$ cat config.mk
export PLATFORM = sky130hd
export DESIGN_NAME = keyword_operator_token_classifier_unit
export DESIGN_NICKNAME = d
export VERILOG_FILES = /design/src/hdl/kotc_pkg.sv /design/src/hdl/keyword_operator_token_classifier_unit.sv
export SDC_FILE = /design/constraint.sdc
export NUM_CORES = 1
export LEC_CHECK = 0
export BUFFER_PORTS_ARGS = -buffer_cell sky130_fd_sc_hd__buf_2
export CAP_MARGIN = 10
export CORE_MARGIN = 2
export CORE_UTILIZATION = 45
export DETAILED_ROUTE_END_ITERATION = 10
export GPL_TIMING_DRIVEN = 0
export MAX_ROUTING_LAYER = met4
export PLACE_DENSITY = 0.6
export SYNTH_ARGS = -nofsm -noshare
export SYNTH_HDL_FRONTEND = slang
export SYNTH_SLANG_ARGS = --single-unit
$ cat constraint.sdc
create_clock -name clk -period 7.6 [get_ports clk]
set_clock_uncertainty 0.15 [all_clocks]
set_input_delay 1.9 -clock clk [delete_from_list [all_inputs] [get_ports clk]]
set_output_delay 1.9 -clock clk [all_outputs]
set_load 0.02 [all_outputs]
$ cat src/hdl/kotc_pkg.sv
// Shared constants and character-class functions for the keyword/operator token classifier.
package kotc_pkg;

	localparam int unsigned KW_NUM   = 11;
	localparam int unsigned KW_CHARS = 6;
	localparam int unsigned CNT_W    = 3;

	// Keyword spellings, first character in the top byte, zero padded.
	localparam logic [8*KW_CHARS-1:0] KW_TEXT [KW_NUM] = '{
		{"bool", 16'h0}, {"else", 16'h0}, {"false", 8'h0}, {"func", 16'h0},
		{"if", 32'h0}, {"int", 24'h0}, {"new", 24'h0}, {"return"},
		{"struct"}, {"true", 16'h0}, {"while", 8'h0}
	};
	localparam logic [CNT_W-1:0] KW_LEN [KW_NUM] = '{
		3'd4, 3'd4, 3'd5, 3'd4, 3'd2, 3'd3, 3'd3, 3'd6, 3'd6, 3'd4, 3'd5
	};

	localparam logic [5:0] TK_UNDEF   = 6'd0;
	localparam logic [5:0] TK_ASSIGN  = 6'd12;
	localparam logic [5:0] TK_EQ      = 6'd13;
	localparam logic [5:0] TK_NOT     = 6'd14;
	localparam logic [5:0] TK_NE      = 6'd15;
	localparam logic [5:0] TK_LT      = 6'd16;
	localparam logic [5:0] TK_LE      = 6'd17;
	localparam logic [5:0] TK_GT      = 6'd18;
	localparam logic [5:0] TK_GE      = 6'd19;
	localparam logic [5:0] TK_AND     = 6'd20;
	localparam logic [5:0] TK_OR      = 6'd21;
	localparam logic [5:0] TK_PLUS    = 6'd22;
	localparam logic [5:0] TK_MINUS   = 6'd23;
	localparam logic [5:0] TK_STAR    = 6'd24;
	localparam logic [5:0] TK_SLASH   = 6'd25;
	localparam logic [5:0] TK_PERCENT = 6'd26;
	localparam logic [5:0] TK_COLON   = 6'd27;
	localparam logic [5:0] TK_COMMA   = 6'd28;
	localparam logic [5:0] TK_LBRACK  = 6'd29;
	localparam logic [5:0] TK_RBRACK  = 6'd30;
	localparam logic [5:0] TK_LPAREN  = 6'd31;
	localparam logic [5:0] TK_RPAREN  = 6'd32;
	localparam logic [5:0] TK_LBRACE  = 6'd33;
	localparam logic [5:0] TK_RBRACE  = 6'd34;
	localparam logic [5:0] TK_DOT     = 6'd35;
	localparam logic [5:0] TK_SEMI    = 6'd36;
	localparam logic [5:0] TK_EOI     = 6'd37;

	localparam logic [7:0] CH_EQ   = 8'h3D;
	localparam logic [7:0] CH_BANG = 8'h21;
	localparam logic [7:0] CH_AMP  = 8'h26;
	localparam logic [7:0] CH_BAR  = 8'h7C;
	localparam logic [7:0] CH_NUL  = 8'h00;
	localparam logic [7:0] CH_GT   = 8'h3E;
	localparam logic [7:0] CH_LT   = 8'h3C;

	function automatic logic is_blank(input logic [7:0] c);
		return (c == 8'd32) || (c >= 8'd9 && c <= 8'd13);
	endfunction

	function automatic logic is_ident(input logic [7:0] c);
		return (c >= "a" && c <= "z") || (c >= "A" && c <= "Z") ||
		       (c >= "0" && c <= "9") || (c == "_");
	endfunction

	// Kind of a token that is complete after one character, else TK_UNDEF.
	function automatic logic [5:0] single_kind(input logic [7:0] c);
		logic [5:0] k;
		k = TK_UNDEF;
		unique case (c)
			"+":     k = TK_PLUS;
			"-":     k = TK_MINUS;
			"*":     k = TK_STAR;
			"/":     k = TK_SLASH;
			"%":     k = TK_PERCENT;
			":":     k = TK_COLON;
			",":     k = TK_COMMA;
			"[":     k = TK_LBRACK;
			"]":     k = TK_RBRACK;
			"(":     k = TK_LPAREN;
			")":     k = TK_RPAREN;
			"{":     k = TK_LBRACE;
			"}":     k = TK_RBRACE;
			".":     k = TK_DOT;
			";":     k = TK_SEMI;
			CH_NUL:  k = TK_EOI;
			default: k = TK_UNDEF;
		endcase
		return k;
	endfunction

	function automatic logic is_pair_lead(input logic [7:0] c);
		return (c == CH_EQ) || (c == CH_BANG) || (c == CH_LT) || (c == CH_GT) ||
		       (c == CH_AMP) || (c == CH_BAR);
	endfunction

	// Kind of a two-character operator candidate given its lead and next byte.
	function automatic logic [5:0] pair_kind(input logic [7:0] lead, input logic [7:0] c);
		logic [5:0] k;
		k = TK_UNDEF;
		unique case (lead)
			CH_EQ:   k = (c == CH_EQ) ? TK_EQ : TK_ASSIGN;
			CH_BANG: k = (c == CH_EQ) ? TK_NE : TK_NOT;
			CH_LT:   k = (c == CH_EQ) ? TK_LE : TK_LT;
			CH_GT:   k = (c == CH_EQ) ? TK_GE : TK_GT;
			CH_AMP:  k = (c == CH_AMP) ? TK_AND : TK_UNDEF;
			CH_BAR:  k = (c == CH_BAR) ? TK_OR : TK_UNDEF;
			default: k = TK_UNDEF;
		endcase
		return k;
	endfunction

endpackage

$ cat src/hdl/keyword_operator_token_classifier_unit.sv
// Top level of the keyword/operator token classifier: input register, match state, result register.
//
//   channel | signals                          | direction | content
//   --------+----------------------------------+-----------+---------------------------
//   in      | in_valid, in_stall, text_byte,   | into unit | one text byte per transfer
//           | start_query                      |           |
//   out     | out_valid, out_stall, token_kind | from unit | at most one kind per query
//
// One byte per cycle unless stalled; the deciding byte passes the input, then the result register.
// The first token is tracked as a keyword candidate mask, a held count and the lead byte,
// updated once per byte between the input register and the result register.
// arst_n clears the pipeline valids and returns the scan to idle.
// A stalled result holds; in_stall rises only when a deciding byte waits on a full result.
module keyword_operator_token_classifier_unit (
	input  logic       clk,
	input  logic       arst_n,
	input  logic       in_valid,
	output logic       in_stall,
	input  logic [7:0] text_byte,
	input  logic       start_query,
	output logic       out_valid,
	input  logic       out_stall,
	output logic [5:0] token_kind
);

	localparam int unsigned NK = kotc_pkg::KW_NUM;
	localparam int unsigned CW = kotc_pkg::CNT_W;

	typedef enum logic [1:0] {PH_IDLE, PH_SCAN, PH_DONE} phase_t;

	phase_t          phase_q;
	logic [CW-1:0]   cnt_q;
	logic [7:0]      lead_q;
	logic [NK-1:0]   alive_q;

	logic            valid_s1;
	logic [7:0]      byte_s1;
	logic            start_s1;

	logic            out_valid_q;
	logic [5:0]      kind_q;

	logic            scanning;
	logic [CW-1:0]   n;
	logic            emit;
	logic [5:0]      kind;
	logic            hold;
	logic [NK-1:0]   alive_d;
	logic            out_free;
	logic            step;
	logic            kw_hit;

	always_comb begin
		logic [5:0] sk;
		logic [5:0] base;
		scanning = start_s1 || (phase_q == PH_SCAN);
		n        = start_s1 ? '0 : cnt_q;
		emit     = 1'b0;
		hold     = 1'b0;
		kind     = kotc_pkg::TK_UNDEF;
		alive_d  = '0;
		kw_hit   = 1'b0;
		base     = '0;
		sk       = kotc_pkg::single_kind(byte_s1);
		if (scanning) begin
			if (n == '0) begin
				if (kotc_pkg::is_blank(byte_s1)) begin
					emit = 1'b0;
				end else if (kotc_pkg::is_pair_lead(byte_s1)) begin
					hold = 1'b1;
				end else if (sk != kotc_pkg::TK_UNDEF) begin
					emit = 1'b1;
					kind = sk;
				end else begin
					for (int k = 0; k < NK; k++)
						alive_d[k] = (kotc_pkg::KW_TEXT[k][8*kotc_pkg::KW_CHARS-1 -: 8]
						              == byte_s1);
					hold = |alive_d;
					emit = ~hold;
				end
			end else if (alive_q == '0) begin
				// held lead of a two-character operator
				emit = 1'b1;
				kind = kotc_pkg::pair_kind(lead_q, byte_s1);
			end else begin
				for (int k = NK - 1; k >= 0; k--) begin
					base = 6'(8 * (kotc_pkg::KW_CHARS - 1)) - {n, 3'b000};
					if (alive_q[k] && n < kotc_pkg::KW_LEN[k])
						alive_d[k] = (kotc_pkg::KW_TEXT[k][base +: 8] == byte_s1);
					// lowest table index wins
					if (alive_q[k] && n == kotc_pkg::KW_LEN[k] &&
					    !kotc_pkg::is_ident(byte_s1)) begin
						kw_hit = 1'b1;
						kind   = 6'(k + 1);
					end
				end
				if (kw_hit) begin
					emit = 1'b1;
				end else if (alive_d != '0) begin
					hold = 1'b1;
				end else begin
					emit = 1'b1;
					kind = kotc_pkg::TK_UNDEF;
				end
			end
		end
	end

	assign out_free = !out_valid_q || !out_stall;
	assign step     = valid_s1 && (!emit || out_free);
	assign in_stall = valid_s1 && emit && !out_free;

	always_ff @(posedge clk or negedge arst_n) begin
		if (!arst_n) begin
			valid_s1    <= 1'b0;
			phase_q     <= PH_IDLE;
			cnt_q       <= '0;
			alive_q     <= '0;
			out_valid_q <= 1'b0;
		end else begin
			if (in_valid && !in_stall) begin
				valid_s1 <= 1'b1;
			end else if (step) begin
				valid_s1 <= 1'b0;
			end
			if (step && scanning) begin
				if (emit) begin
					phase_q <= PH_DONE;
					cnt_q   <= '0;
					alive_q <= '0;
				end else if (hold) begin
					phase_q <= PH_SCAN;
					cnt_q   <= n + 1'b1;
					alive_q <= alive_d;
				end else begin
					// leading blank
					phase_q <= PH_SCAN;
					cnt_q   <= '0;
					alive_q <= '0;
				end
			end
			if (step && emit) begin
				out_valid_q <= 1'b1;
			end else if (!out_stall) begin
				out_valid_q <= 1'b0;
			end
		end
	end

	always_ff @(posedge clk) begin
		if (in_valid && !in_stall) begin
			byte_s1  <= text_byte;
			start_s1 <= start_query;
		end
		if (step && scanning && hold && n == '0) begin
			lead_q <= byte_s1;
		end
		if (step && emit) begin
			kind_q <= kind;
		end
	end

	assign out_valid  = out_valid_q;
	assign token_kind = kind_q;

endmodule

* Yosys cells after proc, flatten, opt, wreduce, memory -nomap -nowiden *
Cells that the tools add are included.

storage, ports and cells
  register bits = 41
  input port bits = 13
  output and inout port bits = 8
  word-level logic and storage cells = 278

operators by class
  $add $sub $neg = 2
  $lt $le $gt $ge = 13
  equal/unequal tests = 56
  shifts and indexed selects = 11
  muxes and demuxes = 116
  bitwise operators = 1
  reduce and logical (&&, ||, !) cells = 70

operator list
  cell                                                                                  number
  48-bit by 7-bit indexed part select with 8-bit output (first input constant)          11
  8-bit by 6-bit == test with 1-bit output (second input constant)                      22
  6-bit two-way mux                                                                     17
  6-bit one-hot mux with 16 select lines                                                1
  8-bit == test                                                                         11
  11-bit two-way mux                                                                    8
  1-bit two-way mux                                                                     82
  7-bit by 8-bit == test with 1-bit output (first input constant)                       9
  8-bit by 7-bit == test with 1-bit output (second input constant)                      7
  1-bit logical AND                                                                     45
  5-bit one-hot mux with 6 select lines                                                 1
  8-bit by 7-bit greater-or-equal comparator with 1-bit output (second input constant)  2
  8-bit by 7-bit <= comparator with 1-bit output (second input constant)                2
  1-bit logical OR                                                                      12
  11-bit logical NOT                                                                    1
  11-bit nonzero test                                                                   1
  5-bit two-way mux                                                                     2
  3-bit == test (second input constant)                                                 3
  3-bit < comparator (second input constant)                                            3
  3-bit two-way mux                                                                     3
  9-bit OR reduction                                                                    1
  8-bit by 4-bit greater-or-equal comparator with 1-bit output (second input constant)  1
  8-bit by 6-bit greater-or-equal comparator with 1-bit output (second input constant)  1
  8-bit by 4-bit <= comparator with 1-bit output (second input constant)                1
  15 further kinds                                                                      22

* Logic depth before layout (Yosys ltp) *
Gate-level depths: netlist of the first run.

  depth in word-level cells = 31
  gate-level depth with buffers = 15
  gate-level depth less buffers = 11

* Least setup slack after synthesis of the first run *
Ideal clock, no wire load.

  path kind = reg-to-output
  from = register start_s1
  to = output in_stall
  arrival = 3.341 ns
  setup slack = 2.209 ns
  stages on the path, launching flop included = 15
  buffers on the path = 4
  cells stage by stage = edfxtp_1 > buf_4 > nand2b_1 > ha_1 > buf_4 > buf_6 > nor2_1 > or3_1 > o2111a_1 > a22oi_1 > and4b_1 > a31oi_4 > or2_1 > buf_2 > nor3_1

between the ends
  cells in the longest elaborated chain, start to end = 24

RTL lines
  element                                                    RTL line                                       source
  from (decl)                                                keyword_operator_token_classifier_unit.sv:38   logic start_s1;
  from (signal assigned)                                     keyword_operator_token_classifier_unit.sv:153  start_s1 <= start_query;
  branches (longest 21 deep; another with 6-bit subtractor)  n/a
  1-bit two-way mux (*)                                      keyword_operator_token_classifier_unit.sv:65   if (scanning) begin
  1-bit logical AND (*) (2 in series)                        keyword_operator_token_classifier_unit.sv:111  assign in_stall = valid_s1 && emit && !out_free;
  to (decl)                                                  keyword_operator_token_classifier_unit.sv:18   output logic in_stall,

Mark *: on every way between the ends. The select of a mux whose other input is x is not followed.

* Worst setup path in the final report of the first run *
Ends and elaborated chain as after synthesis.

==> impl_results.md, run 1 <==
* Largest net degree at the start of global routing at 19
* Core area at 0.00876 mm^2
* VDD IR-drop max at 86.5 uV
* CTS clk-pin slew, worst paths at 0.08 ns
* FF-to-FF path depth at 14
* Vias per inst at 6.59
* Setup crit end kind: output port
* Die height at 99.1 um
* Most frequent cells in the layout: nand2_1 (38), nor2_1 (36), buf_2 (35), a21oi_1 (27)
* Most common cell after layout, fill and taps aside: nand2_1
* RePlAce Congestion at 1.02
* Final Cycle Share at 82.3%
* Post-synth cell types at 80
* Max Slew Vio Count at 0
* CTS tree: built
* Clk pwr share at 37.2%
* Synth top area cells: edfxtp_1 (17%), dfrtp_1 (11%), ha_1 (4.0%)
* Post-route DRC at 0
* Min Tclk post-route at 6.26 ns
* Hold path cells at 0
* Clk_lat worst skew at ~0.30 ns
* Max clock buf depth at 2
* Clock Sinks at a little over 40
* Final setup vio count at 0
* Sequential Power Share at between 40% and 50%
* Worst hold endpoint: lead_q[3]$_DFFE_PP_
* Pwr dens at 129 mW/mm^2
* Vias in the first global route at roughly 3.7k
* Crit Path Category: reg2out
* Mean routed wirelength per cell at 22.4 um
* Initial core utilization at around 46%
* Layout cells sized above 1 at between 10% and 20%
* Setup ws final at 1.34 ns
* Sw Share at between 20% and 30%
* Final WL at roughly 14 mm
* Max Clock Freq at 160 MHz
* FF+latch count, synth at 41
* Total grt overflow at 0
* Final #Nets at 537
* Initial detailed-routing violation count at 547
* Synth top area share at 17.0%
* Final hold violations at 0
* Drt first pass iters at 5
* Register area share after synthesis at 28.0%
* CTS root buf: clkbuf_8
* Syn Nets at 509
* Reg2Reg Setup Slack at 3.04 ns
* Worst Tran Pin Value at 0.728 ns
* Synth Cell Area at 0.00407 mm^2
* Yosys warnings at 0
* Top FF cell, synth: edfxtp_1
* Fill cells at 875
* Post-CTS sizing at 0
* Hold WC Path Type: reg2reg
* Num rows at 34
* Net Sw Power at 162 uW
* Syn_area_per_cell at 8.43 um^2
* # IOs at 21
* Unrepaired setup endpoints after global routing: no
* Overall power at 575 uW
* Worst endpoint data arrival time at 4.21 ns
* CTS Hold Bufs at 0
* Area Growth Syn to Fin at 9.34%
* Post-route ant nets at 0
* Crit Reg-Reg Startpoint: start_s1$_DFFE_PP_
* Die ar. at 0.00982 mm^2
* Gr usage total at between 20 and 30%
* Antenna violations before repair at 0
* EDFF count, synth at 23
* Pint at 413 uW
* Post-Place Setup Slack at between 1.5 and 2 ns
* Status: finished clean
* Synth area leader: edfxtp_1
* I/O Buffers at 20
* Max Cap Viol at 0
* Relative slew slack at 51.5%
* RR Endpoint: byte_s1[1]$_DFFE_PP_
* Via count at 4087
* Detailed Place HPWL at 10.7 mm
* CTS H-Tree Depth at 2
* CP Launch Type: flip-flop
* Post-route setup TNS at 0 ns
* Min-delay src: byte_s1[3]$_DFFE_PP_
* Post-CTS setup buffers at 0
* Diodes inserted at 0
* Gate power share at between 10% and 20%
* First-pass GRT wire length at 21.8 mm
* Worst-path fanout max at 10
* Worst EP required at about 5.6 ns
* Number of CTS-inserted buffers at 5
* Die W at 99.1 um
* Cells after Synth at 483
* Asr flop ratio synth at 43.9%
* Lkg Pwr at 1.65 nW
## kinds of logic (layout without fill, tap and decap cells)
logic type	count (synthesis)	count (layout)	share of synthesized area, %
adders and majority gates	13	13	4.00
AOI/OAI and AO/OA	145	145	26.0
and+or+nand+nor	209	209	29.3
DFF	41	41	28.0
xor gates and xnor gates	24	24	5.16
buffers and inverters	44	73	5.72
muxes	7	7	1.81
## stage by stage
step | hold WS (ns) | cells | util (%) | instance area, um^2
2_1_floorplan | 0.271 | 483 | - | 4070
6_report | 0.300 | 620 | 50.8 | 4450
3_3_place_gp | 0.278 | 611 | 49.1 | 4310
3_5_place_dp | 0.279 | 611 | 49.1 | 4310
4_1_cts | 0.301 | 619 | 50.7 | 4440
5_1_grt | 0.323 | 620 | 50.8 | 4450
## how the worst max path moves through the flow
stage                                  start       end  cells after the start
after global placement    start_s1$_DFFE_PP_  in_stall                     15
final                     start_s1$_DFFE_PP_  in_stall                     15
after floorplan           start_s1$_DFFE_PP_  in_stall                     14
after global routing      start_s1$_DFFE_PP_  in_stall                     16
after detailed placement  start_s1$_DFFE_PP_  in_stall                     15
after CTS                 start_s1$_DFFE_PP_  in_stall                     15
## per-layer routing
metal / GRT usage (%) / vias to the layer above / wire (um)
met5: - / - / 0
li1: - / 1888 / -
met4: 7.06 / 0 / 301
met3: 3.79 / 27 / 1310
met2: 43.8 / 232 / 6030
met1: 43.1 / 1940 / 6270
## worst max-delay path, cell delays in order, from the launching register on
cell	delay [ns]
edfxtp_1	0.48
buf_4	0.22
nand2b_1	0.32
ha_1	0.37
buf_4	0.18
buf_6	0.16
buf_6	0.15
a2111oi_2	0.29
o22ai_1	0.14
nor4b_1	0.50
o21ai_1	0.24
a31oi_4	0.31
or2_1	0.14
buf_2	0.17
nor3_1	0.07
buf_2	0.16
## power groups by stage
stage	clock network [mW]	logic, mW	registers [mW]
floorplan	0	0.0729	0.255
global placement	0	0.107	0.255
detailed placement	0	0.108	0.255
CTS	0.220	0.108	0.250
global route	0.226	0.119	0.251
finish	0.214	0.111	0.250
## sequential cells by signal, summed over array words and instances, names as in the netlist
name,count
start_s1,1
phase_q,2
cnt_q,3
alive_q,11
byte_s1,8
token_kind,6
out_valid,1
valid_s1,1
lead_q,8
## synth_stat cells (4+ instances only)
| cell type | instances |
|---|---|
| nand2_1 | 38 |
| nor2_1 | 36 |
| a21oi_1 | 27 |
| edfxtp_1 | 23 |
| o21ai_0 | 23 |
| nand3_1 | 21 |
| dfrtp_1 | 18 |
| nor3_1 | 16 |
| xnor2_1 | 16 |
| buf_2 | 15 |
| ha_1 | 13 |
| nor2b_1 | 13 |
| nand2b_1 | 12 |
| o2bb2ai_1 | 11 |
| a22o_1 | 10 |
| a31oi_1 | 9 |
| and2_1 | 8 |
| and3_1 | 8 |
| inv_1 | 8 |
| xor2_1 | 8 |
| buf_4 | 7 |
| clkbuf_1 | 7 |
| mux2i_1 | 6 |
| nor4_1 | 6 |
| o21ai_1 | 6 |
| o31ai_1 | 6 |
| or3_1 | 6 |
| o32a_1 | 5 |
| a211oi_1 | 4 |
| a21o_1 | 4 |
| a32oi_1 | 4 |
| nand3b_1 | 4 |
| or2_1 | 4 |
## layout make-up
cell class / count / area [um^2] / share of cell area (%)
Timing Repair Buffer: 21 / 108 / 2.42
Clock buffer: 5 / 68.8 / 1.55
Clock inverter: 3 / 68.8 / 1.55
Tap cell: 108 / 135 / 3.04
Buffer: 34 / 195 / 4.38
Multi-Input combinational cell: 398 / 2700 / 60.6
Inverter: 10 / 37.5 / 0.843
Sequential cell: 41 / 1140 / 25.6
Note: power is estimated with default switching activity, not from simulation.
==> run 2: changes to the inputs <==
PLACE_DENSITY = 0.62   (was 0.6)
clock period = 5.7 ns   (was 7.6 ns; I/O delays follow)
==> run 2 against run 1 <==
  * Wire length about the same
  * Non-clock buffer count increased by 1
  * Setup slack worse by 1.1 ns
==> impl_results.md, run 2 (synthesized netlist as in run 1, its figures left out) <==
* Post-route DRC at 0 (unchanged)
* # IOs at 21 (unchanged)
* Die W at 99.1 um (unchanged)
* Cell Area, Placed at 0.00431 mm^2 (unchanged)
* Clk_lat worst skew at 0.29 ns (about the same)
* Mean routed wirelength per cell at 22.4 um (-0.20%)
* Total grt overflow at 0 (unchanged)
* Die ar. at 0.00982 mm^2 (unchanged)
* CP delay by family, top: simple AND/OR/NAND/NOR gates
* I/O Buffers at 20 (unchanged)
* Slowest CP cell: nor4b_1
* Max clock buf depth at 2 (unchanged)
* Area Growth Syn to Fin at 9.40% (about the same)
* Worst-path fanout max at 10 (unchanged)
* Crit Path Category: reg2out
* Most common cell after layout, fill and taps aside: nand2_1
* Util after Layout at 50.8% (about the same)
* Worst endpoint data arrival time at 3.85 ns (-0.36 ns)
* Largest regs: alive_q x11, byte_s1 x8, lead_q x8
* WHS at 0.309 ns (+0.00889 ns)
* Worst path max stage delay at 0.57 ns (+0.07 ns)
* Max reg flops at 11 (unchanged)
* Placed insts at 611 (unchanged)
* CTS Hold Bufs at 0 (unchanged)
* Detailed Place HPWL at 10.7 mm (-0.84%)
* Overall power at 715 uW (+24%)
* Layout cells sized above 1 at 15.4% (+0.75 points)
* Final #Nets at 538 (+0.19%)
* Hold WC Path Type: reg2reg
* Die height at 99.1 um (unchanged)
* Vias in the first global route at 3813 (+2.2%)
* CTS tree: built
* Setup crit end kind: output port
* Diodes inserted at 0 (unchanged)
* Num rows at 34 (unchanged)
* CP bufs+invs at 5 (-1)
* Top reg by flops: alive_q
* Vias per inst at 6.59 (about the same)
* Setup ws final at 0.278 ns (-1.06 ns)
* Initial core utilization at 46.5% (unchanged)
* Unrepaired setup endpoints after global routing: no
* Drt first pass iters at 5 (unchanged)
* Core area at 0.00876 mm^2 (unchanged)
* First-pass GRT wire length at 21.6 mm (-1.1%)
* Via count at 4094 (+0.17%)
* Cell Chain, Critical Path: buf_4, nand2b_2, ha_1, buf_4, buf_6, mux2i_1, xor2_1, nand2_1, nor4b_1, nor3_2, a31oi_4, or2_1, buf_2, nor3_1, buf_2
* Final WL at 13.9 mm (about the same)
* Most frequent cells in the layout: nand2_1 (38), nor2_1 (36), buf_2 (34), a21oi_1 (27)
* Worst EP required at 4.12 ns (-1.43 ns)
* Post-route ant nets at 0 (unchanged)
* Initial detailed-routing violation count at 467 (-15%)
* Max Clock Freq at 184 MHz
* Fin cells at 621 (+0.16%)
* Max Slew Vio Count at 0 (unchanged)
* Final setup vio count at 0 (unchanged)
* Post-route setup TNS at 0 ns (unchanged)
* Pwr dens at 161 mW/mm^2 (+24%)
* Min Tclk post-route at 5.42 ns
* VDD IR-drop max at 155 uV (+80%)
* RePlAce Congestion at 1.01 (-1.4%)
* Lkg Pwr at 1.64 nW (-0.57%)
* Post-Place Setup Slack at 0.310 ns (-1.46 ns)
* Worst Tran Pin Value at 0.770 ns (+0.0420 ns)
* Antenna violations before repair at 0 (unchanged)
* Max Cap Viol at 0 (unchanged)
* Relative slew slack at 48.0% (-3.5 points)
* Final hold violations at 0 (unchanged)
* CTS root buf: clkbuf_8
* Gr usage total at 29.3% (-0.26 points)
* Final instance area at 0.00445 mm^2 (about the same)
* Final Cycle Share at 95.1%
* CP Launch Type: flip-flop
* Status: finished clean
* CTS clk-pin slew, worst paths at 0.08 ns (about the same)
* CTS H-Tree Depth at 2 (unchanged)
* Number of CTS-inserted buffers at 5 (unchanged)
* Clock Sinks at 41 (unchanged)
* Largest net degree at the start of global routing at 19 (unchanged)
run 2: repair_timing:
action,CTS,global route
gates resized for setup,1,5
setup endpoints to repair,1,1
buffers inserted,0,1
pin swaps,0,0
endpoints found under the hold margin,0,0
run 2: worst register-to-register path, stage by stage, from the launching register on:
cell      delay (ns)
edfxtp_1        0.39
buf_4           0.19
nand2b_2        0.28
ha_1            0.32
buf_4           0.19
buf_6           0.18
mux2i_1         0.23
xor2_1          0.22
nand2_1         0.08
nor4b_1         0.57
nor3_2          0.12
a31oi_4         0.29
or2_1           0.13
buf_2           0.16
o31a_1          0.46
run 2: final timing paths:
kind,from,endpoint,slack [ns],cells past startpoint
min reg2reg,byte_s1[0]$_DFFE_PP_,lead_q[0]$_DFFE_PP_,0.31,0
min,byte_s1[0]$_DFFE_PP_,lead_q[0]$_DFFE_PP_,0.31,0
min in group asynchronous,arst_n,alive_q[0]$_DFFE_PN0P_,0.91,1
max in group asynchronous,arst_n,alive_q[8]$_DFFE_PN0P_,4.20,1
max,start_s1$_DFFE_PP_,in_stall,0.28,15
max reg2reg,start_s1$_DFFE_PP_,byte_s1[7]$_DFFE_PP_,1.40,14
run 2: layout make-up:
class	count	area (um^2)
fill	858	4310
multi-input combinational	398	2720
sequential	41	1140
buffer	34	198
tap	108	135
timing repair buffer	22	115
clock buffer	6	72.6
inverter	10	37.5
clock inverter	2	33.8
run 2: report_power, final:
| group | internal, mW | switching (mW) |
|---|---|---|
| Combinational | 0.0508 | 0.0978 |
| Sequential | 0.325 | 0.0100 |
| Clock | 0.129 | 0.102 |
| Total | 0.505 | 0.210 |
run 2: layer usage:
layer	vias up	GRT usage [%]	wire length, um
met5	-	-	0
met4	0	6.53	303
met3	28	4.29	985
li1	1892	-	-
met1	1974	41.2	6340
met2	200	45.0	6280
